File: src/rtl/core/icc_ram.sv
// Generic single-port-write, single-port-read RAM with a registered read.
// Depends on nothing; used for the pixel and coefficient stores.
module icc_ram #(
  parameter int unsigned Width = 16,
  parameter int unsigned Depth = 16,
  parameter int unsigned AddrW = (Depth > 1) ? $clog2(Depth) : 1
) (
  input  logic             clk_i,
  input  logic             we_i,
  input  logic [AddrW-1:0] waddr_i,
  input  logic [Width-1:0] wdata_i,
  input  logic             re_i,
  input  logic [AddrW-1:0] raddr_i,
  output logic [Width-1:0] rdata_o
);

  logic [Width-1:0] mem_q [Depth];
  logic [Width-1:0] rdata_q;

  // Write port.
  always_ff @(posedge clk_i) begin
    if (we_i) begin
      mem_q[waddr_i] <= wdata_i;
    end
  end

  // Registered read port.
  always_ff @(posedge clk_i) begin
    if (re_i) begin
      rdata_q <= mem_q[raddr_i];
    end
  end

  assign rdata_o = rdata_q;

endmodule

File: config.mk
export PLATFORM = sky130hd
export DESIGN_NAME = icc_ram
export DESIGN_NICKNAME = d
export VERILOG_FILES = /design/src/rtl/core/icc_ram.sv
export SDC_FILE = /design/constraint.sdc
export NUM_CORES = 1
export LEC_CHECK = 0
export BUFFER_PORTS_ARGS = -buffer_cell sky130_fd_sc_hd__buf_4
export CAP_MARGIN = 20
export CORE_AREA = 5 5 157 159
export CTS_CLUSTER_DIAMETER = 200
export CTS_CLUSTER_SIZE = 30
export DETAILED_ROUTE_END_ITERATION = 16
export DIE_AREA = 0 0 162 164
export MAX_ROUTING_LAYER = met4
export PLACE_DENSITY_LB_ADDON = 0.2
export SETUP_SLACK_MARGIN = 0.05
export SLEW_MARGIN = 15
export SYNTH_ARGS = -nofsm -noshare
export SYNTH_HDL_FRONTEND = slang
export SYNTH_SLANG_ARGS = --single-unit
File: constraint.sdc
create_clock -name clk_i -period 5.66 [get_ports clk_i]
set_input_delay 0.283 -clock clk_i [delete_from_list [all_inputs] [get_ports clk_i]]
set_output_delay 0.283 -clock clk_i [all_outputs]
set_load 0.02 [all_outputs]
* Yosys cells after proc, flatten, opt, wreduce, memory -nomap -nowiden
Memories as Yosys holds them, arrays and structs flattened. A register that Yosys moved wholly into a read port is not among the register bits.
Cells that the tools add are included.
** Operators by class
- Multiplexer cells :: 2
** Operators by type and width (count)
- 1-bit 2-to-1 mux :: 2
** Storage, ports and cells
- Logic and storage cells :: 3
- Memory bits (writable) :: 256
- Output and inout bits :: 16
- Memories :: 1
- Input bits :: 27
- Bits in registers :: 0
** Memories
- mem_q :: depth 16, bits a word 16, read ports 1, clocked after Yosys merged registers in 1, wr ports 1, RTL line 17 : logic [Width-1:0] mem_q [Depth];

* Longest topological paths before layout
- Depth in word-level cells :: 2
- Mapped depth :: 5
- Gate-level depth less buffers :: 3

* Worst setup path after synthesis
Ideal clock, no wire load.
- Kind :: input-to-reg
- From :: input waddr_i[2]
- To :: memory mem_q[0][0], enable pin
- Setup time :: 0.409 ns
- Buffers on the path :: 0
- Arrival time :: 1.929 ns
- Stages on the path :: 2
- Data required time :: 5.251 ns
- Setup slack :: 3.322 ns
- Cell sequence :: or3b_2 -> nor3_1
** RTL lines
- from (decl) :: RTL line 10 : input logic [AddrW-1:0] waddr_i,
- to (decl) :: RTL line 17
Straight into the memory's write port.

==> results.toml <==
[hold_path]
min_path_cells = 1
min_to = "mem_q[9][11]"
min_path_type = "in -> reg"
hp-start = "wdata_i[11]"

[global_routing]
gr-total-overflow = 0
grt_use_met2 = 0.268
grt_util_met1 = 0.244
met3_usage = 0.0211
grt_max_degree = 65
grt.total_usage = 0.168
top_usage_layer = "met2"
antenna_found_initial = 0
grt_pass1_vias = 4710
grt_pass1_wl_um = 31300

[worst_setup_path]
crit_type = "in -> reg"
max_stage_delay_ps = 620
cp_max_fo = 37
r2r-end = "rdata_o[11]"
critPathLaunchType = "input port"
crit_arrival_ps = 2380
critPathSlowestCell = "mux4_1"
reg2reg_setup_slack_ps = 4250
cp_common_cell = "buf_4"
cp_cell_sequence = "buf_4 -> buf_4 -> mux4_1 -> a22oi_1 -> nand2_1"
required_ps = 5900
cp-end-kind = "register"
r2r-start = "mem_q[9][11]"
reg2reg_depth = 3

[floorplanning]
initial_core_util = 0.441
die_h_um = 164
ios = 43
dieArea_um2 = 26600
placementRows = 56
die_x_um = 162
core-area_um2 = 23100

[clock_tree]
clkSinkCount = 272
path_clk_slew_ps = 110
insertion_delay_ps = 500
root_buffer = "clkbuf_16"
cts_buffers = 13
cts_buffer_depth = 3
cts_resized = 0
htreeDepth = 1
post_cts_buffers = 0
cts_hold_buf = 0
cts_tree = "yes"

[route]
routed_wl_um = 21200
ant_nets = 0
route.detailed.drc = 0
initialDrtViolationCount = 375
vias = 4563
firstDrtPassIters = 4
via_per_inst = 5.87
routedWlPerCell_um = 27.3

[synth]
ys_seq_area_frac = 0.800
yosys_warnings = 0
yosysUniqueCellTypes = 18
synth_top_area_share = 0.800
synth_area_um2 = 10200
synth_nets = 459
synth_top_family_by_area = "multiplexers"
synth-simple-area-share = 0.0189
synth_compound_area_frac = 0.0235
syn_inst = 432
syn_avg_cell_area_um2 = 23.6
synth_top_cell_by_area = "edfxtp_1"
synthMuxAreaShare = 0.145
synth_xor_area_frac = 0
synth_area_leaders = "edfxtp_1 80%, mux4_2 12%, mux4_1 2.6%, a22oi_1 2.4%, nand2_1 0.63%"
synth-seq-cells = 272
yosys.area_share.adder = 0

[pwr]
clockPowerShare = 0.291
seqPwrFrac = 0.648
internal-power_w = 0.00279
power.total_w = 0.00352
p_sw_w = 0.000729
power_density_nw_per_um2 = 311
p_leak_nw = 3.58
p_sw_frac = 0.207
comb_power_share = 0.061
vdd_drop_max_mv = 0.203

[sta]
tightest_slew_ps = 1090
rsz0062_at_grt = "false"
setup_slack_ps = 3520
setup-tns-final_ps = 0
final.min_clock_period_ps = 2140
finalSetupViolations = 0
drv_slew = 0
slew_headroom = 0.276
clock-skew-final_ps = 36.3
max_clock_freq_mhz = 466
final-hold-violation-count = 0
fin_crit_sh = 0.379
hold_ws_ps = 68.9

[finish]
fin_util = 0.490
final_layout_size_suffix_gt1_frac = 0.303
antenna_cells = 0
syn2layout_area_growth_pct = 11.0
final_nets = 515

[placement]
pre_cts_slack_ps = 2900
port_buffers = 42
dp_hpwl_um = 11000
place.gp.congestion = 0.700

[outcome]
status = "finished clean"

[run]
maxCapViolCount = 0
-- state kept, by name, summed over array words and instances, names as in the netlist --
signal and flops:
mem_q 256, rdata_o 16
-- worst max path at each step --
stage / startpoint / endpoint / slack [ps] / cells past startpoint
after floorplan: waddr_i[2] / mem_q[0][0] / 3320 / 2
after global placement: raddr_i[0] / rdata_o[9] / 2930 / 5
after detailed placement: raddr_i[0] / rdata_o[9] / 2900 / 5
after CTS: raddr_i[0] / rdata_o[9] / 3440 / 5
after global routing: raddr_i[0] / rdata_o[6] / 3270 / 5
final: raddr_i[0] / rdata_o[6] / 3520 / 5
-- through the flow --
stage                     std cells  cell area [um2]
final                           778            11300
after global routing            778            11300
after CTS                       778            11300
after detailed placement        763            11000
after global placement          763            11000
after floorplan                 432            10200
-- critical path, delay by kind of cell --
family / cells / cell delay, ps
compound gates: 1 / 200
buf+inv: 2 / 1180
mux: 1 / 620
simple gates: 1 / 80
-- cell usage after synthesis, drive strengths merged --
cell / n
nor2: 13
and2: 1
nand2b: 2
a22oi: 32
buf: 13
or3b: 1
nand2: 17
nand3b: 2
nand3: 1
mux4: 64
nor2b: 2
edfxtp: 272
clkbuf: 8
nor3: 4
-- layout by cell type, fill, tap and decap left out --
cell type,Yosys,final
nand2b_1,2,2
inv_6,0,1
or3b_2,1,1
nand3b_1,2,2
clkinv_16,0,1
edfxtp_1,272,272
nor2_1,13,1
a22oi_1,32,32
mux4_2,54,54
mux4_1,10,10
and2_1,1,1
nor3_2,0,4
nor2_2,0,12
clkbuf_16,0,13
nand3_1,1,1
nand2_1,17,17
buf_4,3,62
nor2b_1,2,2
-- layer usage --
layer	vias to the layer above	part of all wire
li1	1937	-
met2	128	0.49
met3	14	0.054
met4	0	0.0084
met1	2484	0.45
met5	-	0
-- cells by family after synthesis --
family | count (synthesis)
AOI/OAI and AO/OA | 32
and+or+nand+nor | 43
DFF | 272
muxes | 64
buffers and inverters | 21
-- cell type report --
class | instances | area, um2
clock inverters | 2 | 38.8
fillers | 1860 | 11800
clock buffers | 13 | 325
repair buffers | 62 | 465
multi-input cells | 139 | 1960
flip-flops and latches | 272 | 8170
well taps | 290 | 363
-- power by group through the flow --
stage	clock network (W)	registers, W	logic [W]
finish	0.00102	0.00228	0.000215
global route	0.00113	0.00228	0.000231
CTS	0.00105	0.00228	0.000218
detailed placement	0	0.00232	0.000218
global placement	0	0.00232	0.000214
floorplan	0	0.00233	0.000110
(Power assumes the default switching activity.)
