File: src/rtl/core/icc_pkg.sv
// Shared types, widths and codes of the image kernel correlation core.
// Depends on nothing; the tap sequencer, the datapath and the top file import it.
package icc_pkg;

  // Fixed widths of the port fields.
  localparam int unsigned ActionW   = 2;
  localparam int unsigned RowW      = 6;
  localparam int unsigned ColW      = 6;
  localparam int unsigned TapIdxW   = 4;
  localparam int unsigned ValueW    = 16;
  localparam int unsigned ResultW   = 32;
  localparam int unsigned CfgIdxW   = 2;
  localparam int unsigned CfgDataW  = 7;
  localparam int unsigned SizeW     = 7;
  localparam int unsigned FracW     = 4;

  // Default structural sizes.
  localparam int unsigned MaxSideDef    = 64;
  localparam int unsigned KernelSideDef = 3;

  // Configuration values after reset.
  localparam logic [SizeW-1:0] WidthRst  = SizeW'(64);
  localparam logic [SizeW-1:0] HeightRst = SizeW'(64);
  localparam logic [FracW-1:0] FracRst   = FracW'(12);

  // Input word actions.
  typedef enum logic [ActionW-1:0] {
    ACT_COEF    = 2'd0,
    ACT_PIXEL   = 2'd1,
    ACT_COMPUTE = 2'd2
  } action_e;

  // Configuration register indexes.
  typedef enum logic [CfgIdxW-1:0] {
    CFG_WIDTH  = 2'd0,
    CFG_HEIGHT = 2'd1,
    CFG_FRAC   = 2'd2
  } cfg_idx_e;

  // Control that travels with each tap read through the datapath.
  typedef struct packed {
    logic issue;  // a tap read was issued this cycle
    logic hit;    // the tap lies inside the image
    logic last;   // final tap of the kernel
  } tap_ctl_t;

endpackage

File: src/rtl/core/icc_mac.sv
// Multiply-accumulate datapath with the final shift and saturation.
// Depends on icc_pkg; fed by the store read data and the tap sequencer.
module icc_mac #(
  parameter int unsigned KernelSide = icc_pkg::KernelSideDef
) (
  input  logic                          clk_i,
  input  logic                          rst_ni,
  input  logic                          clear_i,
  input  logic [icc_pkg::FracW-1:0]     frac_i,
  input  icc_pkg::tap_ctl_t             ctl_i,
  input  logic signed [icc_pkg::ValueW-1:0] pix_i,
  input  logic signed [icc_pkg::ValueW-1:0] coef_i,
  output logic                          fin_o,
  output logic signed [icc_pkg::ResultW-1:0] result_o,
  output logic                          saturated_o
);
  import icc_pkg::*;

  localparam int unsigned Taps  = KernelSide * KernelSide;
  localparam int unsigned ProdW = 2 * ValueW;
  localparam int unsigned AccW  = ProdW + ((Taps > 1) ? $clog2(Taps) : 0) + 1;

  tap_ctl_t s1_q, s2_q;
  logic     fin1_q, fin2_q;
  logic signed [ProdW-1:0] prod_q;
  logic signed [AccW-1:0]  acc_q, acc_d;
  logic signed [AccW-1:0]  biased;
  logic signed [AccW-1:0]  shft_q;
  logic [AccW-1:0]         bias;
  logic                    fits;

  // Control pipeline: read data arrives with s1, the product with s2.
  always_ff @(posedge clk_i or negedge rst_ni) begin
    if (!rst_ni) begin
      s1_q   <= '0;
      s2_q   <= '0;
      fin1_q <= 1'b0;
      fin2_q <= 1'b0;
    end else begin
      s1_q   <= ctl_i;
      s2_q   <= s1_q;
      fin1_q <= s2_q.issue && s2_q.last;
      fin2_q <= fin1_q;
    end
  end

  // Product register.
  always_ff @(posedge clk_i) begin
    prod_q <= pix_i * coef_i;
  end

  // Accumulator, cleared when a request starts.
  always_comb begin
    acc_d = acc_q;
    if (clear_i) begin
      acc_d = '0;
    end else if (s2_q.issue && s2_q.hit) begin
      acc_d = acc_q + AccW'(prod_q);
    end
  end

  always_ff @(posedge clk_i) begin
    acc_q <= acc_d;
  end

  // Shift toward zero: a negative sum is biased by 2^frac - 1 first.
  assign bias   = acc_q[AccW-1] ? AccW'((17'd1 << frac_i) - 17'd1) : '0;
  assign biased = acc_q + $signed(bias);

  always_ff @(posedge clk_i) begin
    if (fin1_q) begin
      shft_q <= biased >>> frac_i;
    end
  end

  // Saturation to the 32-bit range.
  assign fits = (shft_q[AccW-1:ResultW-1] == '0) || (shft_q[AccW-1:ResultW-1] == '1);

  always_comb begin
    if (fits) begin
      result_o = shft_q[ResultW-1:0];
    end else if (shft_q[AccW-1]) begin
      result_o = {1'b1, {(ResultW-1){1'b0}}};
    end else begin
      result_o = {1'b0, {(ResultW-1){1'b1}}};
    end
  end

  assign saturated_o = !fits;
  assign fin_o       = fin2_q;

endmodule

File: config.mk
export PLATFORM = sky130hd
export DESIGN_NAME = icc_mac
export DESIGN_NICKNAME = d
export VERILOG_FILES = /design/src/rtl/core/icc_pkg.sv /design/src/rtl/core/icc_mac.sv
export SDC_FILE = /design/constraint.sdc
export NUM_CORES = 1
export LEC_CHECK = 0
export BUFFER_PORTS_ARGS = -buffer_cell sky130_fd_sc_hd__buf_4
export CAP_MARGIN = 20
export CORE_MARGIN = 2
export CORE_UTILIZATION = 30
export DETAILED_ROUTE_END_ITERATION = 10
export GPL_TIMING_DRIVEN = 0
export PLACE_DENSITY = 0.49
export SLEW_MARGIN = 20
export SYNTH_ARGS = -nofsm -noshare
export SYNTH_HDL_FRONTEND = slang
export SYNTH_SLANG_ARGS = --single-unit
export TNS_END_PERCENT = 30
File: constraint.sdc
create_clock -name clk_i -period 7.09 [get_ports clk_i]
set_clock_uncertainty 0.1 [all_clocks]
set_input_delay 1.0635 -clock clk_i [delete_from_list [all_inputs] [get_ports clk_i]]
set_output_delay 1.0635 -clock clk_i [all_outputs]
set_load 0.02 [all_outputs]
Word level (Yosys, flattened, before mapping)
Index checks and enable logic that the tools add are counted.
{ "word_totals": {"reg_bits": 114, "input_bits": 42, "elab_cells": 26, "output_inout_bits": 34} }
{ "op_classes": {"add_sub_neg": 3, "n_shift": 2, "reduce_logical": 5, "mul": 1, "muxes": 3, "eq_ne": 1} }
{ "ops": {"columns": ["operator", "count"], "rows": [
  ["two-way mux 32 bit", 2],
  ["adder 37 x 32 -> 37 bit", 1],
  ["adder 37 bit", 1],
  ["two-way mux 37 bit", 1],
  ["left shift 1 x 4 -> 37 bit (first input constant)", 1],
  [">>> shifter 37 x 4 -> 37 bit", 1],
  ["subtractor 37 x 1 -> 37 bit (second input constant)", 1],
  ["multiplier 16 x 16 -> 32 bit", 1],
  ["== test 6 bit (second input constant)", 1],
  ["logical NOT 6 bit", 1],
  ["logical AND 1 bit", 2],
  ["logical NOT 1 bit", 1],
  ["logical OR 1 bit", 1]
]} }

Depth between registers and ports, before layout
Gate-level depths: netlist (run 1).
{ "logic_depth": {"depth_word": 5, "mapped_depth": 25, "mapped_depth_nobuf": 24} }

Worst setup path after synthesis (run 1)
OpenSTA, ideal clock, no wires.
{ "synth_timing": {"kind": "input -> register", "start": "input port coef_i[7] (netlist name)", "end": "register prod_q[31]", "path_slack_ns": 0.158, "arrival_ns": 6.714, "path_buffers": 1, "path_stages": 24, "setup_time_ns": 0.118, "required_ns": 6.872, "cell_sequence": "clkbuf_1 > nand2_1 > fa_1 > inv_1 > fa_1 > inv_1 > fa_1 > inv_1 > fa_1 > fa_1 > inv_1 > fa_1 > inv_1 > ha_1 > and4_1 > a221o_1 > o21ai_0 > a31oi_1 > nand2b_1 > nand2_1 > o21ai_0 > o211ai_1 > o41a_1 > xnor2_1"} }
{ "synth_via": {"elab_chain_len": 1} }
{ "synth_rtl": {"columns": ["element", "line_no", "rtl"], "rows": [
  ["from (decl)", "icc_mac.sv:12", "input logic signed [icc_pkg::ValueW-1:0] coef_i,"],
  ["multiplier 16 x 16 -> 32 bit", "icc_mac.sv:49", "prod_q <= pix_i * coef_i;"],
  ["to (signal assigned)", "icc_mac.sv:49", null],
  ["to (decl)", "icc_mac.sv:25", "logic signed [ProdW-1:0] prod_q;"]
]} }
No other way between the ends.
A chain may end at the register's enable or synchronous reset.

Worst setup path after layout (run 1)
{ "layout_timing": {"start": "input port pix_i[7] (netlist name)", "end": "register prod_q[31]"} }
{ "layout_via": {"elab_chain_len": 1} }
{ "layout_rtl": {"columns": ["element", "line_no", "rtl"], "rows": [
  ["from (decl)", "icc_mac.sv:11", "input logic signed [icc_pkg::ValueW-1:0] pix_i,"],
  ["multiplier 16 x 16 -> 32 bit", "icc_mac.sv:49", null]
]} }
No other way between the ends.

==> results of run 1 <==
==> repair_timing <==
item | 4_1_cts | 5_1_grt
pin swaps | 2 | 1
hold endpoints to repair | 0 | 0
setup endpoints to repair | 42 | 32
resized for setup | 30 | 43
buffers inserted | 1 | 0
==> flip-flops by register name (all words and copies together), names as in the netlist <==
| signal | count |
|---|---|
| s2_q | 3 |
| prod_q | 32 |
| s1_q | 3 |
| fin_o | 1 |
| acc_q | 37 |
| shft_q | 37 |
| fin1_q | 1 |
==> cell usage in the layout (no fill, tap or decap), types with 27 or more instances in the layout <==
master	count
sky130_fd_sc_hd__buf_4	77
sky130_fd_sc_hd__a21o_1	77
sky130_fd_sc_hd__and2_1	144
sky130_fd_sc_hd__clkbuf_1	55
sky130_fd_sc_hd__inv_1	316
sky130_fd_sc_hd__xor2_1	30
sky130_fd_sc_hd__nor2_1	120
sky130_fd_sc_hd__a21oi_1	151
sky130_fd_sc_hd__nand3_1	27
sky130_fd_sc_hd__ha_1	154
sky130_fd_sc_hd__o21ai_0	66
sky130_fd_sc_hd__nand2_1	249
sky130_fd_sc_hd__xnor2_1	61
sky130_fd_sc_hd__mux2i_1	60
sky130_fd_sc_hd__dfxtp_1	69
sky130_fd_sc_hd__fa_1	263
sky130_fd_sc_hd__edfxtp_1	37
sky130_fd_sc_hd__a211oi_1	29
==> worst paths after layout <==
kind                                        start              endpoint  slack (ns)
setup reg to reg           acc_q[36]$_SDFFE_PP0P_  shft_q[23]$_DFFE_PP_        1.94
max in group asynchronous                  rst_ni      fin1_q$_DFF_PN0_        6.43
min in group asynchronous                  rst_ni     s1_q[0]$_DFF_PN0_        0.32
hold reg to reg                 s1_q[1]$_DFF_PN0_     s2_q[1]$_DFF_PN0_        0.25
hold / removal                  s1_q[1]$_DFF_PN0_     s2_q[1]$_DFF_PN0_        0.25
setup / recovery                         pix_i[7]    prod_q[31]$_DFF_P_        0.22
==> power breakdown <==
group          internal, W  leakage, nW  switching [W]
sequential         0.00100         1.02       0.000109
clock             0.000549        0.286       0.000330
combinational      0.00412         8.84        0.00503
total              0.00567         10.1        0.00547
==> per-stage QoR <==
step | setup WS, ns | utilization | power, W | setup TNS [ns] | area (sq um)
6_report | 0.2235 | 0.3400 | 0.01114 | 0 | 21490
5_1_grt | -0.05437 | 0.3400 | 0.01256 | -0.05642 | 21490
4_1_cts | 0.003027 | 0.3391 | 0.01104 | 0 | 21430
3_3_place_gp | -1.252 | 0.3292 | 0.009843 | -38.82 | 20810
2_1_floorplan | 0.1579 | - | 0.008129 | 0 | 19210
3_5_place_dp | -1.388 | 0.3292 | 0.009994 | -43.26 | 20810
==> metal layers <==
metal / vias up / GRT usage / share of wire
li1: 7532 / - / -
met1: 7501 / 0.2055 / 0.46
met2: 267 / 0.3001 / 0.49
met3: 71 / 0.01803 / 0.025
met4: 0 / 0.04716 / 0.022
met5: - / 0 / 0
==> final cells by class <==
| type | instances | area share |
|---|---|---|
| clock buffers | 18 | 0.01997 |
| repair buffers | 72 | 0.02515 |
| plain buffers | 81 | 0.01700 |
| clock inverters | 14 | 0.007570 |
| flip-flops and latches | 114 | 0.1254 |
| well taps | 846 | 0.04926 |
| inverters | 317 | 0.05537 |
| multi-input cells | 1711 | 0.7003 |
==> kinds of logic after synthesis <==
kind of cell	share of synthesized area
flops	0.1404
compound gates	0.1607
xor+xnor	0.04155
other cells	0.0001955
buf+inv	0.08062
mux	0.03600
simple gates	0.1633
fa+ha+maj	0.3773
==> summary by stage, run 1 <==
Global routing
Entering global routing, the biggest net connects 39 pins. The first global-routing pass estimated 87820 microns of wire. The total global routing track utilization is 0.1651. The initial antenna violation count is 0. The number of global-route vias before repair is 16596.

The leftover overflow at the end of global routing is 0.

Clocking
The number of buffers created by CTS is 17. Counting along the longest clock path gives a buffer depth of 2. The clock tree synthesis step divided the H-tree into 4 levels.

The clock net sink count is 114. Clock-pin slew was measured on the worst setup and hold paths at 0.06 ns. The buffer type at the clock tree root is sky130_fd_sc_hd__clkbuf_16.

In this run, post-CTS hold repair placed 0 buffers. The later pin in the worst-skew pair is clocked with a latency of 0.45 ns. The TritonCTS clock tree is yes.

Die
The initial core utilization is 0.3036. The vertical die dimension is 256.9 microns. The floorplan step defined a die boundary enclosing 65980 sq um. The width of the die is 256.9 microns.

The total core area is 63200 sq um. The number of primary I/O pins is 76. In this run the core area contains 92 standard-cell rows.

Route
The number of DRC markers in iteration 0 is 725. Wires add up to 52960 microns. In the routed layout, each cell is associated on average with a via count of 4.844. Summing over every cut layer, the via total after detailed routing is 15371. The number of remaining DRC errors is 0. The number of nets with antenna violations after routing is 0. The number of optimization iterations in the first detailed-route pass is 5. Dividing the detail-routed wire length by the instance count gives 16.69 microns.

Setup path
The total number of cells along the worst setup path is 25. For the worst setup path, the data arrival time is 7.10 ns. The sort of element at the start of the critical path is an input port. The kind of critical path is in -> reg. The cell at the slowest stage of the critical path is sky130_fd_sc_hd__fa_1. The combined buffer and inverter count along the critical path is 7. The critical path data required time is 7.32 ns.

In this run the worst path has a maximum fanout of 10. On the critical path the largest part of the delay comes from adder cells. Measured in cells, the most critical reg-to-reg path has a length of 17. STA classifies the critical path endpoint as a flop.

For this run, the slowest stage of the critical path takes 0.53 ns. In this design, the critical path's most frequently occurring cell is sky130_fd_sc_hd__fa_1.

Cells and area
0 antenna diodes ended up in the layout. The filler cell count is 6595. Of the cells placed in the final design, the portion with a size suffix greater than 1 is 0.07048.

Summing all multi-input logic gate instances after layout gives 15050 sq um. The area growth from synthesis to layout is 12.01%. Registers take 2694 sq um. The net count of the finished layout is 2776. The number of standard cells in the final layout excluding fillers is 3173.

STA
The count of endpoints failing hold in the final timing report is 0. The final setup violation count is 0. The count of pins over their slew limit was 0.

The part of the cycle the worst path needs is 0.9685. The final-layout worst hold slack is 0.2493 ns. For the pin with the worst max-slew slack, the measured transition is 0.9098 ns. The worst max-slew margin expressed relative to the limit is 0.3912. Based on the critical path, the design can be clocked at up to 145.6 MHz. The final critical-path required period is 6.866 ns.

Setup repair after global routing could not meet its margin everywhere.

Synthesis
The gate count after technology mapping is 2229. The cell type with the highest aggregate area in the netlist is sky130_fd_sc_hd__fa_1. The top-area cell type share of the netlist area is 0.2755. The share of the Yosys chip area taken by registers is 0.1404. The count of flip-flops with a built-in enable after synthesis is 37. After synthesis, the most frequently instantiated cells are sky130_fd_sc_hd__inv_1, sky130_fd_sc_hd__fa_1, sky130_fd_sc_hd__nand2_1. The count of warnings emitted by yosys is 0.

The most instantiated flip-flop cell in the synthesis netlist is sky130_fd_sc_hd__dfxtp_1. The synthesis-stage register bit count is 114. Averaged over all synthesized cells, the footprint is 8.606 sq um. By instance count, the leading cell after synthesis is sky130_fd_sc_hd__inv_1.

The cell area after technology mapping is 19180 sq um. The fraction of synthesis flops using an asynchronous set or reset pin is 0.07018. Sorting the synthesized cells by area gives the leading types as sky130_fd_sc_hd__fa_1, sky130_fd_sc_hd__ha_1, sky130_fd_sc_hd__dfxtp_1, sky130_fd_sc_hd__inv_1, sky130_fd_sc_hd__edfxtp_1.

The synthesized netlist contains 76 unique library cells.

Min path
The worst hold path stage count is 0. In this run the worst hold path is classified as reg -> reg.

Pwr
The power per standard cell area is 518.5 nW/um^2. The worst ir drop on vdd is 419.6 uV. The analysis attributes to cell leakage a power of 10.15 nW.

Run
The max-capacitance violation count is 0.

Placement
At the end of routability-driven placement, the weighted congestion stood at 0.8776. In this run the tool buffered the top-level ports with 71 buffer cells. The number of instances in the placed design is 3154. Once detailed placement completed, the half-perimeter wirelength came to 46010 microns.

Status
The run finished with clean final reports.
(Power assumes the default switching activity.)
==> run 2, diff against run 1 <==
--- a/config.mk
+++ b/config.mk
@@ -5,6 +5,7 @@
 export SDC_FILE = /design/constraint.sdc
 export NUM_CORES = 1
 export LEC_CHECK = 0
+export ABC_AREA = 1
 export BUFFER_PORTS_ARGS = -buffer_cell sky130_fd_sc_hd__buf_4
 export CAP_MARGIN = 20
 export CORE_MARGIN = 2
==> summary by stage, run 2 <==
Synthesis
The share of synthesized area in the top cell type comes to 0.2517. The count of warnings emitted by yosys is 0. Counting distinct cell types in the post-synthesis netlist gives 56. Of all flip-flops after synthesis, the portion carrying an async set or reset was 0.07018. Of the synthesized area, sequential elements account for 0.1282. Yosys instantiated no cell more often than sky130_fd_sc_hd__nand2_1. The cell type with the highest aggregate area in the netlist is sky130_fd_sc_hd__fa_1.

Synthesis inferred 114 register bits. The synthesized design contains 37 enable-type register cells. The cell area after technology mapping is 21000 sq um.

In the synthesized netlist the dominant register cell turns out to be sky130_fd_sc_hd__dfxtp_1. The cell count after synthesis came out at 3041. Ranked by total cell area, the synthesized netlist is headed by sky130_fd_sc_hd__fa_1, sky130_fd_sc_hd__nand2_1, sky130_fd_sc_hd__inv_1, sky130_fd_sc_hd__ha_1, sky130_fd_sc_hd__dfxtp_1. The synthesized area per cell is 6.906 sq um. By count the netlist is led by sky130_fd_sc_hd__nand2_1, sky130_fd_sc_hd__inv_1, sky130_fd_sc_hd__fa_1, sky130_fd_sc_hd__nand3_1, sky130_fd_sc_hd__nor2_1.

STA
The count of pins over their slew limit is 0. For the pin with the worst max-slew slack, the measured transition is 0.9001 ns. The part of the cycle the worst path needs is 0.9644. The final setup violation count is 0.

The count of endpoints failing hold in the final timing report is 0. Based on the critical path, the design can be clocked at up to 146.2 MHz. Setup slack closes at 0.2521 ns.

Setup repair after global routing left no endpoint under its margin. The final critical-path required period is 6.838 ns. The worst max-slew margin expressed relative to the limit is 0.3944.

The final setup TNS is 0 ns.

Die
The count of standard-cell rows is 97. The vertical die dimension is 268.6 microns. The width of the die is 268.6 microns.

In this run the count of I/O pins placed on the die edge is 76. The region available for standard cell placement spans 69660 sq um. The floorplan step defined a die boundary enclosing 72130 sq um. The initial core utilization is 0.3014.

Clocking
The clock net sink count is 114. The buffer type at the clock tree root is sky130_fd_sc_hd__clkbuf_16. The number of hold buffers added after CTS is 0. Clock latency on the worst-skew pair, taken at its later pin, is 0.45 ns. The H-tree was split into 4 levels.

The clock-pin slew of the registers on the worst-case setup and hold paths is 0.06 ns. After clock tree synthesis, the setup repair step added 0 buffers. The TritonCTS clock tree is yes. The buffer depth of the longest clock path is 2.

In this run, CTS created clock tree buffers numbering 17.

Placement
At the end of routability-driven placement, the weighted congestion stood at 0.9315. Counting tap cells, the placed design contains a total of 4034 instances. The wire-length estimate of the detail-placed layout is 57340 microns. The number of buffer cells added on primary ports is 44. The pre-CTS worst setup slack is -0.6860 ns. After detailed placement, the total cell area comes to 22560 sq um.

Pwr
The static power due to leakage is 12.69 nW. The logic gate share of total power is 0.836. IR analysis of the VDD net gives a maximum drop of 770.8 uV. The fraction of power consumed by the clock network is 0.073.

In this run the power spent charging and discharging nets is 0.006679 W. The net switching fraction of the power is 0.5638. Of the total power, registers draw 0.091. The internal power consumption is 0.005167 W. For this design the ratio of total power to cell area is 509.8 nW/um^2.

Min path
The start point of the worst hold path is s1_q[0]$_DFF_PN0_. Counting instances, the worst hold path has a depth of 0. The capture endpoint of the worst hold path is s2_q[0]$_DFF_PN0_. The class of the tightest hold or removal check is reg -> reg.

Setup path
The worst setup path is captured at a flop. Data on the critical path is required at its endpoint by 7.34 ns. The endpoint identified for the worst register-to-register timing path is shft_q[6]$_DFFE_PP_.

The top fanout value on the critical path is 10. STA classifies the critical path startpoint as an input port. The kind of critical path is in -> reg. The register-to-register setup slack is 2.90 ns.

Counting cells, the worst reg-to-reg path comes to 21. The launch point of the worst reg-to-reg path is acc_q[36]$_SDFFE_PP0P_. The arrival time of the worst setup path is 7.08 ns.

Route
The number of remaining DRC errors is 0. The first detailed-routing pass ran for 6 iterations. The number of DRC markers in iteration 0 is 1410. The detail route stage leaves a number of antenna-violating nets equal to 0. Dividing the detail-routed via count by the number of cells gives 4.688. The routed layout has 19061 vias. After detailed routing, the average wire length per cell comes to 16.40 microns.

The final layout contains routed wiring with a total length of 66670 microns.

Cells and area
The number of standard cells in the final layout excluding fillers is 4066. The most frequent standard cell in the layout excluding fill and tap cells is sky130_fd_sc_hd__nand2_1. The final instance area is 23240 sq um. The largest registers in the layout are acc_q: 37 flops, shft_q: 37 flops, prod_q: 32 flops.

The layout cell share with drive strength beyond 1 is 0.06846. In the layout the commonest cells are sky130_fd_sc_hd__nand2_1, sky130_fd_sc_hd__inv_1, sky130_fd_sc_hd__nand3_1, sky130_fd_sc_hd__fa_1, sky130_fd_sc_hd__nor2_1. After the last flow step, the layout net total stands at 3575.

Relative to the synthesized area, the layout overhead comes to 10.65%. The repair_antennas step left the layout with diodes totalling 0. The utilization after layout is 0.3335. The multi-input combinational cell area is 15370 sq um. Summing all flip-flop and latch instances after layout gives 2694 sq um. The filler cell count is 7712.

Global routing
The first global-routing pass estimated 106200 microns of wire. For met1 alone, demand over resource in global routing was 0.2735. The global-route track usage on met2 is 0.3181. The initial antenna violation count is 0. The leftover overflow at the end of global routing is 0.

The met3 track demand over resource in global routing is 0.02365. The pin count of the biggest net entering global routing is 36. In the global route stage, overall resource usage came out at 0.1924. The number of global-route vias before repair is 18793. After global routing, the most crowded layer is met2.

Run
Max-cap violations in this run came to 0.

Status
The flow ran to the end, and the final reports show no timing, DRC or antenna violations.
## run 2: cell type report
type | count | area share
Buffer | 110 | 0.02439
Clock buffer | 25 | 0.02272
Clock inverter | 7 | 0.002854
Inverter | 662 | 0.1070
Multi-Input combinational cell | 2163 | 0.6614
Sequential cell | 114 | 0.1159
Tap cell | 940 | 0.05062
Timing Repair Buffer | 45 | 0.01508
## run 2: worst max-delay path: stages
cell,delay (ns)
sky130_fd_sc_hd__clkbuf_1,0.40
sky130_fd_sc_hd__clkbuf_2,0.36
sky130_fd_sc_hd__nand2_1,0.11
sky130_fd_sc_hd__fa_1,0.50
sky130_fd_sc_hd__inv_1,0.05
sky130_fd_sc_hd__fa_1,0.58
sky130_fd_sc_hd__fa_1,0.45
sky130_fd_sc_hd__fa_1,0.47
sky130_fd_sc_hd__fa_1,0.49
sky130_fd_sc_hd__inv_1,0.05
sky130_fd_sc_hd__fa_1,0.47
sky130_fd_sc_hd__inv_1,0.04
sky130_fd_sc_hd__ha_1,0.35
sky130_fd_sc_hd__nand2_1,0.18
sky130_fd_sc_hd__nor4_1,0.52
sky130_fd_sc_hd__nand4_1,0.18
sky130_fd_sc_hd__nand3_1,0.29
sky130_fd_sc_hd__nand3_1,0.13
sky130_fd_sc_hd__o2111ai_1,0.11
sky130_fd_sc_hd__xor2_1,0.28
## run 2: what timing repair did
action	CTS	global route
resized for setup	21	71
pin swaps	0	0
gates cloned	0	0
endpoints found under the setup margin	6	7
hold endpoints to repair	0	0
## run 2: cells by family (layout without fill, tap and decap cells)
kind of cell    count (synthesis)  after routing  share of synthesized area
other cells                     1              9                  0.0001786
mux                             3              3                   0.001430
xor+xnor                       69             69                    0.02878
compound gates                289            289                    0.08079
fa+ha+maj                     420            420                     0.3446
simple gates                 1373           1373                     0.2739
buf+inv                       772            849                     0.1421
flops                         114            114                     0.1282
## run 2: stage by stage
| stage | hold slack [ns] | power (W) |
|---|---|---|
| floorplan | 0.2312 | 0.008324 |
| global placement | 0.2324 | 0.01110 |
| detailed placement | 0.2347 | 0.01102 |
| CTS | 0.2480 | 0.01198 |
| global route | 0.2531 | 0.01337 |
| finish | 0.2469 | 0.01185 |
## run 2: routing by layer
metal / share of wire / vias up
li1: - / 9458
met4: 0.0085 / 0
met1: 0.48 / 9129
met2: 0.46 / 443
met3: 0.053 / 31
met5: 0 / -
## run 2: worst max-delay path by stage
stage	from	to	slack, ns
6_report	coef_i[12]	prod_q[29]$_DFF_P_	0.25
5_1_grt	pix_i[10]	prod_q[28]$_DFF_P_	0.001
4_1_cts	coef_i[13]	prod_q[28]$_DFF_P_	0.005
3_5_place_dp	coef_i[7]	prod_q[28]$_DFF_P_	-0.69
3_3_place_gp	coef_i[7]	prod_q[28]$_DFF_P_	-0.72
2_1_floorplan	coef_i[7]	prod_q[28]$_DFF_P_	0.70
## run 2: power groups by stage
stage	logic, W	registers (W)	clock network [W]
floorplan	0.00729	0.00104	0
global placement	0.0100	0.00110	0
detailed placement	0.00993	0.00109	0
CTS	0.0100	0.00108	0.000895
global route	0.0114	0.00109	0.000920
finish	0.00990	0.00108	0.000869
