--- src/rtl/core/icc_pkg.sv ---
// Shared types, widths and codes of the image kernel correlation core.
// Depends on nothing; the tap sequencer, the datapath and the top file import it.
package icc_pkg;

  // Fixed widths of the port fields.
  localparam int unsigned ActionW   = 2;
  localparam int unsigned RowW      = 6;
  localparam int unsigned ColW      = 6;
  localparam int unsigned TapIdxW   = 4;
  localparam int unsigned ValueW    = 16;
  localparam int unsigned ResultW   = 32;
  localparam int unsigned CfgIdxW   = 2;
  localparam int unsigned CfgDataW  = 7;
  localparam int unsigned SizeW     = 7;
  localparam int unsigned FracW     = 4;

  // Default structural sizes.
  localparam int unsigned MaxSideDef    = 64;
  localparam int unsigned KernelSideDef = 3;

  // Configuration values after reset.
  localparam logic [SizeW-1:0] WidthRst  = SizeW'(64);
  localparam logic [SizeW-1:0] HeightRst = SizeW'(64);
  localparam logic [FracW-1:0] FracRst   = FracW'(12);

  // Input word actions.
  typedef enum logic [ActionW-1:0] {
    ACT_COEF    = 2'd0,
    ACT_PIXEL   = 2'd1,
    ACT_COMPUTE = 2'd2
  } action_e;

  // Configuration register indexes.
  typedef enum logic [CfgIdxW-1:0] {
    CFG_WIDTH  = 2'd0,
    CFG_HEIGHT = 2'd1,
    CFG_FRAC   = 2'd2
  } cfg_idx_e;

  // Control that travels with each tap read through the datapath.
  typedef struct packed {
    logic issue;  // a tap read was issued this cycle
    logic hit;    // the tap lies inside the image
    logic last;   // final tap of the kernel
  } tap_ctl_t;

endpackage

--- src/rtl/core/icc_tap_seq.sv ---
// Tap sequencer: walks the kernel taps one per cycle and issues store reads.
// Depends on icc_pkg.
module icc_tap_seq #(
  parameter int unsigned MaxSide    = icc_pkg::MaxSideDef,
  parameter int unsigned KernelSide = icc_pkg::KernelSideDef,
  parameter int unsigned PixAddrW   = $clog2(MaxSide * MaxSide),
  parameter int unsigned TapW       = (KernelSide * KernelSide > 1) ?
                                      $clog2(KernelSide * KernelSide) : 1
) (
  input  logic                      clk_i,
  input  logic                      rst_ni,
  input  logic                      start_i,
  input  logic [icc_pkg::RowW-1:0]  row_i,
  input  logic [icc_pkg::ColW-1:0]  col_i,
  input  logic [icc_pkg::SizeW-1:0] width_i,
  input  logic [icc_pkg::SizeW-1:0] height_i,
  output logic                      busy_o,
  output logic                      rd_en_o,
  output logic [PixAddrW-1:0]       pix_raddr_o,
  output logic [TapW-1:0]           coef_raddr_o,
  output icc_pkg::tap_ctl_t         ctl_o
);
  import icc_pkg::*;

  localparam int unsigned Taps  = KernelSide * KernelSide;
  localparam int unsigned KW    = (KernelSide > 1) ? $clog2(KernelSide) : 1;
  localparam int unsigned Half  = KernelSide / 2;
  localparam int unsigned SideW = $clog2(MaxSide);
  localparam int unsigned CrdW  = (SideW + 2 > 9) ? SideW + 2 : 9;
  localparam logic signed [CrdW-1:0] SideC = CrdW'(MaxSide);

  logic            busy_q, busy_d;
  logic [RowW-1:0] row_q;
  logic [ColW-1:0] col_q;
  logic [KW-1:0]   kr_q, kr_d;
  logic [KW-1:0]   kc_q, kc_d;
  logic [TapW-1:0] tap_q, tap_d;
  logic            last_tap;
  logic signed [CrdW-1:0] r_s, c_s;
  logic            hit;

  // Neighbor coordinates of the current tap.
  assign r_s = $signed(CrdW'(row_q) + CrdW'(kr_q) - CrdW'(Half));
  assign c_s = $signed(CrdW'(col_q) + CrdW'(kc_q) - CrdW'(Half));

  // A tap counts only inside the configured image, which is clamped to the store.
  assign hit = !r_s[CrdW-1] && !c_s[CrdW-1] &&
               (r_s < $signed(CrdW'(height_i))) && (r_s < SideC) &&
               (c_s < $signed(CrdW'(width_i)))  && (c_s < SideC);

  assign last_tap = (32'(tap_q) == Taps - 1);

  // Counter advance.
  always_comb begin
    busy_d = busy_q;
    kr_d   = kr_q;
    kc_d   = kc_q;
    tap_d  = tap_q;
    if (start_i) begin
      busy_d = 1'b1;
      kr_d   = '0;
      kc_d   = '0;
      tap_d  = '0;
    end else if (busy_q) begin
      tap_d = tap_q + TapW'(1);
      if (32'(kc_q) == KernelSide - 1) begin
        kc_d = '0;
        kr_d = kr_q + KW'(1);
      end else begin
        kc_d = kc_q + KW'(1);
      end
      if (last_tap) begin
        busy_d = 1'b0;
      end
    end
  end

  always_ff @(posedge clk_i or negedge rst_ni) begin
    if (!rst_ni) begin
      busy_q <= 1'b0;
      kr_q   <= '0;
      kc_q   <= '0;
      tap_q  <= '0;
    end else begin
      busy_q <= busy_d;
      kr_q   <= kr_d;
      kc_q   <= kc_d;
      tap_q  <= tap_d;
    end
  end

  // The request position is held for the whole kernel walk.
  always_ff @(posedge clk_i) begin
    if (start_i) begin
      row_q <= row_i;
      col_q <= col_i;
    end
  end

  // Store reads; an outside tap reads entry zero and is masked later.
  assign busy_o       = busy_q;
  assign rd_en_o      = busy_q;
  assign coef_raddr_o = tap_q;
  assign pix_raddr_o  = hit ? (PixAddrW'(r_s) * PixAddrW'(MaxSide) + PixAddrW'(c_s))
                            : '0;
  assign ctl_o.issue  = busy_q;
  assign ctl_o.hit    = hit;
  assign ctl_o.last   = last_tap;

endmodule

--- config.mk ---
export PLATFORM = sky130hd
export DESIGN_NAME = icc_tap_seq
export DESIGN_NICKNAME = d
export VERILOG_FILES = /design/src/rtl/core/icc_pkg.sv /design/src/rtl/core/icc_tap_seq.sv
export SDC_FILE = /design/constraint.sdc
export NUM_CORES = 1
export LEC_CHECK = 0
export ABC_CLOCK_PERIOD_IN_PS = 9800
export BUFFER_PORTS_ARGS = -buffer_cell sky130_fd_sc_hd__buf_2
export CORE_AREA = 2 2 70 72
export CTS_BUF_LIST = sky130_fd_sc_hd__clkbuf_4 sky130_fd_sc_hd__clkbuf_8
export DETAILED_ROUTE_END_ITERATION = 16
export DIE_AREA = 0 0 72 74
export PLACE_DENSITY = 0.73
export SLEW_MARGIN = 20
export SYNTH_ARGS = -nofsm -noshare
export SYNTH_HDL_FRONTEND = slang
export SYNTH_SLANG_ARGS = --single-unit
--- constraint.sdc ---
create_clock -name clk_i -period 9.8 [get_ports clk_i]
set_clock_uncertainty 0.2 [all_clocks]
set_input_delay 2.94 -clock clk_i [delete_from_list [all_inputs] [get_ports clk_i]]
set_output_delay 2.94 -clock clk_i [all_outputs]
set_load 0.005 [all_outputs]
**Yosys cells after proc, flatten, opt, wreduce, memory -nomap -nowiden**

Index checks and enable logic that the tools add are counted.

- Add/subtract/negate cells: 8
- $mul: 0
- Div/mod/pow operators: 0
- Magnitude comparators: 4
- Eq/ne operators: 2
- Shifts and indexed selects: 0
- Multiplexer cells: 12
- Bitwise logic cells: 0
- Reductions and logical operators: 10

Operators with widths:

| kind | number |
|---|---|
| $lt A8 B8 Y1 | 2 |
| $lt A8 B8 Y1 const B | 2 |
| $sub A7 B1 Y8 const B | 2 |
| $add A6 B2 Y7 | 2 |
| $add A12 B12 Y12 | 1 |
| $mux W12 | 1 |
| $mux W2 | 6 |
| $mux W4 | 2 |
| $logic_and A1 B1 Y1 | 5 |
| $add A2 B1 Y2 const B | 2 |
| $add A4 B1 Y4 const B | 1 |
| $eq A4 B4 Y1 const B | 1 |
| $reduce_bool A2 Y1 | 2 |
| $mux W1 | 3 |
| $eq A2 B2 Y1 const B | 1 |
| $logic_not A1 Y1 | 2 |
| $reduce_and A2 Y1 | 1 |

- Bits in registers: 21
- Latch bits: 0
- RAM bits: 0
- ROM bits: 0
- Input port bits: 29
- Output and inout bits: 21
- Word-level logic and storage cells: 42
- Memories kept: 0

**Depth between registers and ports, before layout**

Gate-level depths: netlist (run 1).

- Word-level depth: 9
- Depth in mapped cells: 15

**Worst setup path before layout (run 1)**

Ideal clock, no wire load.

- Path type: input-to-output
- Start: input width_i[5] in the netlist's numbering
- End: output pix_raddr_o[5]
- Data arrival time: 4443 ps
- Required time: 6660 ps
- Path slack: 2217 ps
- Stages on the path: 7
- Buffers on the path: 0
- Cell sequence: inv_1 > ha_1 > a21o_1 > a2111oi_4 > a21boi_4 > nand2_4 > nor4b_2

- Word-level cells in the longest chain between the ends: 4

Ends and longest elaborated chain:

| what | RTL line | text |
|---|---|---|
| from (decl) | icc_tap_seq.sv:15 | `input logic [icc_pkg::SizeW-1:0] width_i,` |
| $lt A8 B8 Y1 | icc_tap_seq.sv:49 | `(c_s < $signed(CrdW'(width_i))) && (c_s < SideC);` |
| $logic_and A1 B1 Y1 | icc_tap_seq.sv:48 | `(r_s < $signed(CrdW'(height_i))) && (r_s < SideC) &&` |
| $logic_and A1 B1 Y1 | icc_tap_seq.sv:49 |  |
| $mux W12 | icc_tap_seq.sv:104 | `assign pix_raddr_o = hit ? (PixAddrW'(r_s) * PixAddrW'(MaxSide) + PixAddrW'(c_s))` |
| to (decl) | icc_tap_seq.sv:19 | `output logic [PixAddrW-1:0] pix_raddr_o,` |

No other way between the ends.

**Final worst setup path (run 1)**

- Start: input width_i[5] in the netlist's numbering
- End: output pix_raddr_o[11]

Same word-level chain as after synthesis.

==> summary.md, run 1 <==
| Metric | Value |
|---|---|
| Vias per cell | `between 5 and 6` |
| CTS sink count | `21` |
| DRC Markers | `0` |
| EDFF count, synth | `12` |
| # H-tree levels | `1` |
| Overall Power | `~0.00035 W` |
| Num ports | `50` |
| Xor and xnor area share after synthesis | `under 10%` |
| Vias in the first global route | `approximately 1500` |
| Routability cong. | `just over 0.8` |
| CTS resizes | `0` |
| Post-synth cell types | `between 40 and 50` |
| Ys flop type | `edfxtp_1` |
| Type of element capturing the critical path | `output pin` |
| Synth Area in Adders | `a little under a quarter` |
| Syn Inst Count | `around 220` |
| Compound-Gate Fraction of Synth Area | `about 18%` |
| DRT iter0 DRCs | `42` |
| Post-Syn Area | `roughly 2200 um2` |
| Kind of critical path | `in -> out` |
| Area grow syn2layout | `13.7%` |
| Critical Path RT | `6.66 ns` |
| Buffer count from post-CTS setup fixing | `0` |
| Area of the die | `between 5000 and 6000 um2` |
| GRT Overall Usage | `between 10% and 20%` |
| Congestion Overflow GR | `0` |
| Least-Margin Pin Slew | `around 0.54 ns` |
| Net count after synthesis | `287` |
| Worst-Skew Late Latency | `roughly 0.25 ns` |
| Hold Violations, Final | `0` |
| Max-cap violations | `0` |
| CTS tree | `yes` |
| Simple-gate share of the synthesized area | `roughly 15%` |
| Layout cells sized above 1 | `a little under a third` |
| Leakage | `around 1.3 nW` |
| Worst Setup SP | `width_i[5]` |
| Antenna fix cells | `0` |
| Post-Route WL | `~3800 um` |
| Fillers | `439` |
| Register area share after synthesis | `between 20% and 30%` |
| Placeable core area | `~4600 um2` |
| Post-synth top area cell | `ha_1` |
| Pwr per Cell Area | `about 140 nW/um2` |
| Final setup violation count | `0` |
| Min-Delay Path Class | `reg -> reg` |
| Reg2reg setup slack | `8.51 ns` |
| Main combinational cell family by area after synthesis | `adder cells` |
| Final period util | `80.3%` |
| CP max FO | `7` |
| Startpoint Class | `primary input` |
| Vias | `between 1500 and 2000` |
| First drt pass iteration count | `4` |
| Worst r2r path cells | `4` |
| Nets | `between 300 and 400` |
| RSZ-0062 raised after global routing | `false` |
| Antenna violations before repair | `0` |
| Routed Antenna Nets | `0` |
| Top-area cell type share of the netlist area | `20.8%` |
| Slew headroom | `between 60% and 70%` |
| Die height | `around 74 um` |
| Yosys warnings | `0` |
| # hold bufs at CTS | `0` |
| Largest net degree at the start of global routing | `22` |
| Final TNS setup | `0 ns` |
| FF-to-FF Start | `coef_raddr_o[0]$_DFFE_PN0P_` |
| Largest cells by area after synthesis | `ha_1 (21%), edfxtp_1 (16%), dfrtp_1 (10%)` |
| Drt wl/cell | `between 10 and 15 um` |
| TritonCTS Buffers | `3` |
| Number of cells on the worst hold path | `2` |
| Hold Startpoint | `kc_q[0]$_DFFE_PN0P_` |
| First-pass GRT wire length | `6460 um` |
| CP Data Arrival Time | `~4.7 ns` |
| Min Tclk post-route | `just under 8 ns` |
| Initial Util | `between 40% and 50%` |
| HPWL after DPL | `approximately 3300 um` |
| DP Area | `roughly 2500 um2` |
| DIE WIDTH | `slightly above 70 um` |
| CTS Buffer Depth | `2` |
| #FFs+latches synth | `21` |
| Buffers added on ports | `about 50` |
| Root buffer cell | `clkbuf_8` |
| Final Cell Area | `about 2500 um2` |
| Max Freq | `between 100 and 150 MHz` |
| Mux contribution to synthesized area | `less than 1%` |
| Rows | `25` |
| Async S/R FF share, synth | `a little over two fifths` |
| Max rail drop VDD | `just over 0.08 mV` |
| Reg clk slew, reported paths | `roughly 0.07 ns` |
| Fin. max-slew vios | `0` |
| Status | `completed` |
| Avg Cell Area, Syn | `about 10 um2` |
## worst paths after layout
check	endpoint
min in group asynchronous	kr_q[1]$_DFFE_PN0P_
worst min-delay path	kc_q[0]$_DFFE_PN0P_
max in group asynchronous	busy_o$_DFF_PN0_
worst max-delay path	pix_raddr_o[11]
worst min register to register	kc_q[0]$_DFFE_PN0P_
worst max register to register	coef_raddr_o[1]$_DFFE_PN0P_
## report_power, final
| group | total, W | internal [W] | leakage [nW] | switching (W) |
|---|---|---|---|---|
| registers | 0.000105 | 0.000101 | 0.233 | 0.00000490 |
| clock network | 0.0000572 | 0.0000317 | 0.0262 | 0.0000255 |
| logic | 0.000190 | 0.0000847 | 1.05 | 0.000105 |
| total | 0.000352 | 0.000217 | 1.31 | 0.000135 |
## layer usage
metal / vias up / part of all wire (%) / global-route usage [%]
met5: - / 0 / 0
met4: 0 / 1.0 / 4.40
met3: 5 / 3.8 / 1.90
met2: 37 / 49 / 27.4
met1: 715 / 46 / 19.0
li1: 837 / - / -
## registers in the layout, indices dropped and copies added, names as in the netlist
register,cells
row_q,6
busy_o,1
kc_q,2
kr_q,2
col_q,6
coef_raddr_o,4
## metrics by stage
step | hold WS, ns | util [%] | cells | setup WS [ns]
final | 0.359 | 55.0 | 318 | 1.93
after global routing | 0.402 | 55.0 | 318 | 1.79
after CTS | 0.363 | 55.0 | 318 | 1.92
after detailed placement | 0.333 | 53.9 | 314 | 1.94
after global placement | 0.327 | 53.9 | 314 | 1.99
after floorplan | 0.307 | - | 218 | 2.22
## cells by family after synthesis
| family | after synthesis |
|---|---|
| buf+inv | 53 |
| simple gates | 45 |
| compound gates | 43 |
| fa+ha+maj | 40 |
| flops | 21 |
| xor+xnor | 15 |
| mux | 1 |
## critical path, cell delays in order
cell       delay, ns
buf_2           0.08
inv_1           0.04
ha_1            0.30
a21o_1          0.22
a2111oi_4       0.34
a21boi_4        0.30
nand3b_4        0.17
nor3b_2         0.22
buf_2           0.13
## cell usage in the layout, fill, tap and decap left out, drive strengths merged, types with 2 or more instances in the layout
cell | netlist | final
a2111oi | 3 | 3
a211oi | 4 | 4
a21bo | 2 | 2
a21o | 7 | 7
a21oi | 10 | 10
buf | 5 | 49
clkbuf | 2 | 4
dfrtp | 9 | 9
edfxtp | 12 | 12
fa | 3 | 3
ha | 37 | 37
inv | 46 | 46
nand2 | 4 | 4
nand2b | 2 | 2
nand3b | 3 | 3
nand4 | 2 | 2
nor2 | 13 | 13
nor3 | 7 | 7
nor3b | 3 | 3
nor4 | 7 | 7
o21a | 2 | 2
o21ai | 6 | 6
o21bai | 3 | 3
xnor2 | 5 | 5
xor2 | 10 | 10
## cells in the mapped netlist (3+ instances only)
library cell	instances
xor2_1	10
nor3_2	4
a21oi_1	9
a2111oi_4	3
nor2_1	13
buf_4	4
nor3_1	3
dfrtp_1	9
inv_1	46
xnor2_1	5
ha_1	37
o21ai_0	3
nand2_1	3
nor4_2	7
fa_1	3
edfxtp_1	12
a21o_1	7
## cell type report
type | instances | area, um2 | share of cell area [%]
multi-input cells | 144 | 1410 | 55.7
flip-flops and latches | 21 | 586 | 23.2
repair buffers | 49 | 245 | 9.70
inverters | 46 | 173 | 6.83
well taps | 54 | 67.6 | 2.67
clock buffers | 4 | 48.8 | 1.93
Power figures use the tool's default switching activity.
==> run 2, diff against run 1 <==
--- a/config.mk
+++ b/config.mk
@@ -5,13 +5,13 @@
 export SDC_FILE = /design/constraint.sdc
 export NUM_CORES = 1
 export LEC_CHECK = 0
-export ABC_CLOCK_PERIOD_IN_PS = 9800
+export ABC_CLOCK_PERIOD_IN_PS = 6500
 export BUFFER_PORTS_ARGS = -buffer_cell sky130_fd_sc_hd__buf_2
 export CORE_AREA = 2 2 70 72
 export CTS_BUF_LIST = sky130_fd_sc_hd__clkbuf_4 sky130_fd_sc_hd__clkbuf_8
 export DETAILED_ROUTE_END_ITERATION = 16
 export DIE_AREA = 0 0 72 74
-export PLACE_DENSITY = 0.73
+export PLACE_DENSITY = 0.76
 export SLEW_MARGIN = 20
 export SYNTH_ARGS = -nofsm -noshare
 export SYNTH_HDL_FRONTEND = slang
==> constraint.sdc (replaced) <==
create_clock -name clk_i -period 6.5 [get_ports clk_i]
set_clock_uncertainty 0.2 [all_clocks]
set_input_delay 1.95 -clock clk_i [delete_from_list [all_inputs] [get_ports clk_i]]
set_output_delay 1.95 -clock clk_i [all_outputs]
set_load 0.005 [all_outputs]
==> summary.md, run 2 (synthesis results as in run 1) <==
| Metric | Value |
|---|---|
| Status | `completed` |
| CP Data Arrival Time | `around 3.9 ns` |
| Max rail drop VDD | `between 0.1 and 0.15 mV` |
| DRT iter0 DRCs | `42` |
| CTS sink count | `21` |
| Initial Util | `48.4%` |
| Number of cells on the worst hold path | `2` |
| CP max stage delay | `0.42 ns` |
| Reg clk slew, reported paths | `around 0.07 ns` |
| Num ports | `50` |
| Vias | `roughly 1600` |
| Most frequent cells in the layout | `buf_2 (49), inv_1 (46), ha_1 (37), nor2_1 (13), edfxtp_1 (12)` |
| Die height | `74 um` |
| Worst r2r path cells | `4` |
| Kind of critical path | `reg -> out` |
| DIE WIDTH | `a little over 70 um` |
| Cell mode on critical path | `ha_1` |
| Largest net degree at the start of global routing | `22` |
| Final setup violation count | `0` |
| RSZ-0062 raised after global routing | `false` |
| Routed Antenna Nets | `0` |
| Slowest cell on the critical path | `dfrtp_1` |
| Max Freq | `164 MHz` |
| Fin. max-slew vios | `0` |
| TritonCTS Buffers | `3` |
| First drt pass iteration count | `4` |
| Antenna fix cells | `0` |
| Min Tclk post-route | `roughly 6 ns` |
| Antenna violations before repair | `0` |
| Routability cong. | `about 0.85` |
| Area grow syn2layout | `14.0%` |
| Placeable core area | `around 4600 um2` |
| Reg2reg setup slack | `roughly 5.2 ns` |
| Nets | `about 340` |
| # hold bufs at CTS | `0` |
| Pwr per Cell Area | `between 200 and 250 nW/um2` |
| # H-tree levels | `1` |
| Vias in the first global route | `1563` |
| Type of element capturing the critical path | `output pin` |
| Final period util | `a little over nine tenths` |
| First-pass GRT wire length | `6740 um` |
| Layout cells sized above 1 | `30.9%` |
| Rows | `25` |
| Leakage | `between 1 and 1.5 nW` |
| Worst-Skew Late Latency | `between 0.2 and 0.3 ns` |
| DP Worst Slack | `roughly 0.64 ns` |
| Post-Route WL | `between 3000 and 4000 um` |
| CTS tree | `yes` |
| Min-Delay Path Class | `reg -> reg` |
| Area of the die | `between 5000 and 6000 um2` |
| Startpoint Class | `register` |
| DRC Markers | `0` |
| CTS resizes | `0` |
| Hold Violations, Final | `0` |
| Critical Path RT | `approximately 4.4 ns` |
| Overall Power | `0.000531 W` |
| Buffer count from post-CTS setup fixing | `0` |
| Final TNS setup | `0 ns` |
| HPWL after DPL | `between 3000 and 4000 um` |
| Final WS setup | `0.406 ns` |
| Vias per cell | `roughly 5.0` |
| Drt wl/cell | `about 12 um` |
| CTS Buffer Depth | `2` |
| Max-cap violations | `0` |
| CP max FO | `6` |
| Commonest non-fill, non-tap cell in the layout | `buf_2` |
| Final Cell Area | `~2500 um2` |
| DP Area | `around 2500 um2` |
| Slew headroom | `a little under three quarters` |
| Root buffer cell | `clkbuf_8` |
| GRT Overall Usage | `approximately 16%` |
| Least-Margin Pin Slew | `about 0.43 ns` |
| Congestion Overflow GR | `0` |
| Final Util | `between 50% and 60%` |
| CP cell instances | `inv_1 -> ha_1 -> inv_1 -> ha_1 -> fa_1 -> a21o_1 -> a21oi_1 -> xor2_1 -> ha_1 -> a21o_1 -> a2111oi_4 -> a21boi_4 -> nand2_4 -> nor4b_2 -> buf_2` |
| Buffers added on ports | `about 50` |
-- run 2: path summary, 6_finish.rpt --
check | end | start
min reg2reg | kc_q[0]$_DFFE_PN0P_ | kc_q[0]$_DFFE_PN0P_
min | kc_q[0]$_DFFE_PN0P_ | kc_q[0]$_DFFE_PN0P_
min in group asynchronous | coef_raddr_o[0]$_DFFE_PN0P_ | rst_ni
max | pix_raddr_o[5] | kc_q[1]$_DFFE_PN0P_
max reg2reg | coef_raddr_o[1]$_DFFE_PN0P_ | coef_raddr_o[0]$_DFFE_PN0P_
max in group asynchronous | busy_o$_DFF_PN0_ | rst_ni
-- run 2: cell type report --
type / instances / area [um2]
clock buffers: 4 / 48.8
fillers: 431 / 2060
inverters: 46 / 173
multi-input cells: 144 / 1410
flip-flops and latches: 21 / 586
well taps: 54 / 67.6
repair buffers: 50 / 253
-- run 2: stage by stage --
step	hold WS, ns	instances
2_1_floorplan	0.307	218
3_3_place_gp	0.332	315
3_5_place_dp	0.347	315
4_1_cts	0.360	319
5_1_grt	0.415	319
6_report	0.350	319
-- run 2: metal layers --
metal | up-vias | wire (um) | global-route usage, % | share of wire, %
met4 | 0 | 48 | 5.03 | 1.3
met2 | 44 | 1880 | 28.5 | 49
met1 | 712 | 1710 | 19.8 | 45
li1 | 838 | - | - | -
met3 | 5 | 181 | 1.76 | 4.7
met5 | - | 0 | 0 | 0
-- run 2: worst max-delay path, delay by kind of cell (launching register included) --
family / cells / cell delay (ns)
adders and majority gates: 4 / 1.21
buffers and inverters: 3 / 0.24
xor gates and xnor gates: 1 / 0.24
and+or+nand+nor: 2 / 0.37
AOI/OAI and AO/OA: 5 / 1.20
DFF: 1 / 0.42
-- run 2: power breakdown --
group | internal [W] | total [W] | leakage [nW] | switching, W
Clock | 0.0000478 | 0.0000862 | 0.0262 | 0.0000385
Combinational | 0.000128 | 0.000286 | 1.06 | 0.000157
Sequential | 0.000152 | 0.000159 | 0.233 | 0.00000747
==> run 3, diff against run 2 <==
--- a/config.mk
+++ b/config.mk
@@ -7,11 +7,10 @@
 export LEC_CHECK = 0
 export ABC_CLOCK_PERIOD_IN_PS = 6500
 export BUFFER_PORTS_ARGS = -buffer_cell sky130_fd_sc_hd__buf_2
-export CORE_AREA = 2 2 70 72
+export CORE_AREA = 2 2 90 92
 export CTS_BUF_LIST = sky130_fd_sc_hd__clkbuf_4 sky130_fd_sc_hd__clkbuf_8
 export DETAILED_ROUTE_END_ITERATION = 16
-export DIE_AREA = 0 0 72 74
-export PLACE_DENSITY = 0.76
+export DIE_AREA = 0 0 92 94
 export SLEW_MARGIN = 20
 export SYNTH_ARGS = -nofsm -noshare
 export SYNTH_HDL_FRONTEND = slang
==> summary.md, run 3 (synthesis results as in run 1) <==
| Metric | Value |
|---|---|
| Startpoint Class | `register` |
| Buffer count from post-CTS setup fixing | `0` |
| DP Worst Slack | `a little under 0.6 ns` |
| Congestion Overflow GR | `0` |
| RSZ-0062 raised after global routing | `false` |
| Root buffer cell | `clkbuf_8` |
| DP Area | `around 2500 um2` |
| Antenna violations before repair | `0` |
| Max Freq | `between 150 and 200 MHz` |
| Area grow syn2layout | `16.6%` |
| Routability cong. | `0.850` |
| Area of the multi-input gates | `1410 um2` |
| Most frequent cells in the layout | `buf_2 (49), inv_1 (46), ha_1 (37), nor2_1 (13), edfxtp_1 (12)` |
| First drt pass iteration count | `4` |
| Rows | `32` |
| CTS Buffer Depth | `2` |
| Post-Route WL | `between 4000 and 5000 um` |
| GRT Overall Usage | `about a tenth` |
| Worst-Skew Late Latency | `about 0.26 ns` |
| CTS resizes | `0` |
| Min Tclk post-route | `a little over 6 ns` |
| First-pass GRT wire length | `around 7100 um` |
| # H-tree levels | `1` |
| DRT iter0 DRCs | `17` |
| Critical Path RT | `about 4.4 ns` |
| Nets | `roughly 340` |
| Type of element capturing the critical path | `output pin` |
| Status | `completed` |
| CP max FO | `6` |
| Final setup violation count | `0` |
| HPWL after DPL | `3740 um` |
| Largest net degree at the start of global routing | `22` |
| CP Data Arrival Time | `3.98 ns` |
| Final TNS setup | `0 ns` |
| Vias | `1615` |
| Final Cell Area | `2590 um2` |
| Vias in the first global route | `between 1500 and 2000` |
| Buffers added on ports | `49` |
| Area of the die | `8650 um2` |
| Final period util | `between 90% and 100%` |
| TritonCTS Buffers | `3` |
| DRC Markers | `0` |
| Hold Violations, Final | `0` |
| Fin. max-slew vios | `0` |
| Routed Antenna Nets | `0` |
| Reg area | `approximately 590 um2` |
| Least-Margin Pin Slew | `0.451 ns` |
| # hold bufs at CTS | `0` |
| CTS sink count | `21` |
| Max rail drop VDD | `around 0.13 mV` |
| Final WS setup | `roughly 0.37 ns` |
| Leakage | `1.32 nW` |
| Layout cells sized above 1 | `a little under a third` |
| Die height | `94 um` |
| Vias per cell | `around 4.4` |
| Max-cap violations | `0` |
| CTS tree | `yes` |
| Slew headroom | `69.9%` |
| Num ports | `50` |
| Antenna fix cells | `0` |
| Initial Util | `just under 30%` |
| Drt wl/cell | `11.7 um` |
| Kind of critical path | `reg -> out` |
| Placeable core area | `7610 um2` |
| DIE WIDTH | `92 um` |
| Fillers | `a little under 800` |
| Min-Delay Path Class | `reg -> reg` |
| Pwr per Cell Area | `between 200 and 250 nW/um2` |
| Commonest non-fill, non-tap cell in the layout | `buf_2` |
| Reg clk slew, reported paths | `0.07 ns` |
## run 3: report_power, final
group / switching [W] / internal, W
Combinational: 0.000163 / 0.000129
Clock: 0.0000399 / 0.0000426
Sequential: 0.00000764 / 0.000152
## run 3: critical path, stage by stage, from the launching register on
cell	delay, ns
dfrtp_1	0.42
inv_1	0.06
ha_1	0.28
inv_1	0.04
ha_1	0.23
fa_1	0.41
a21o_1	0.21
a21oi_1	0.17
xor2_1	0.23
ha_1	0.29
a21o_1	0.21
a2111oi_4	0.33
a21boi_4	0.28
nand2_4	0.11
nor4b_2	0.29
buf_2	0.15
## run 3: per-stage QoR
step                utilization, %  power (W)  hold WS (ns)  std cells
finish                        34.1   0.000534         0.365        367
global route                  34.1   0.000578         0.402        367
CTS                           34.1   0.000542         0.376        367
detailed placement            33.5   0.000457         0.358        363
global placement              33.5   0.000450         0.340        363
floorplan                        -   0.000395         0.307        218
## run 3: layer usage
metal	GRT usage, %	up-vias	share of wire, %
li1	-	837	-
met1	13.8	732	51
met2	16.8	42	44
met3	1.36	4	4.4
met4	2.74	0	0.75
met5	0	-	0
## run 3: worst paths after layout
check                                               to                start  slack (ns)  depth (start not counted)
max                                     pix_raddr_o[5]  kc_q[1]$_DFFE_PN0P_        0.37                         15
min                                kc_q[0]$_DFFE_PN0P_  kc_q[0]$_DFFE_PN0P_        0.36                          2
max reg2reg                        kc_q[1]$_DFFE_PN0P_     busy_o$_DFF_PN0_        5.19                          4
min reg2reg                        kc_q[0]$_DFFE_PN0P_  kc_q[0]$_DFFE_PN0P_        0.36                          2
max in group asynchronous  coef_raddr_o[3]$_DFFE_PN0P_               rst_ni        4.58                          1
min in group asynchronous  coef_raddr_o[1]$_DFFE_PN0P_               rst_ni        1.33                          1
## run 3: area by class of cell
| type | count | share of cell area [%] |
|---|---|---|
| Tap cell | 102 | 4.92 |
| Clock inverter | 1 | 0.193 |
| Clock buffer | 3 | 1.59 |
| Timing Repair Buffer | 50 | 9.75 |
| Sequential cell | 21 | 22.6 |
| Multi-Input combinational cell | 144 | 54.3 |
| Inverter | 46 | 6.66 |
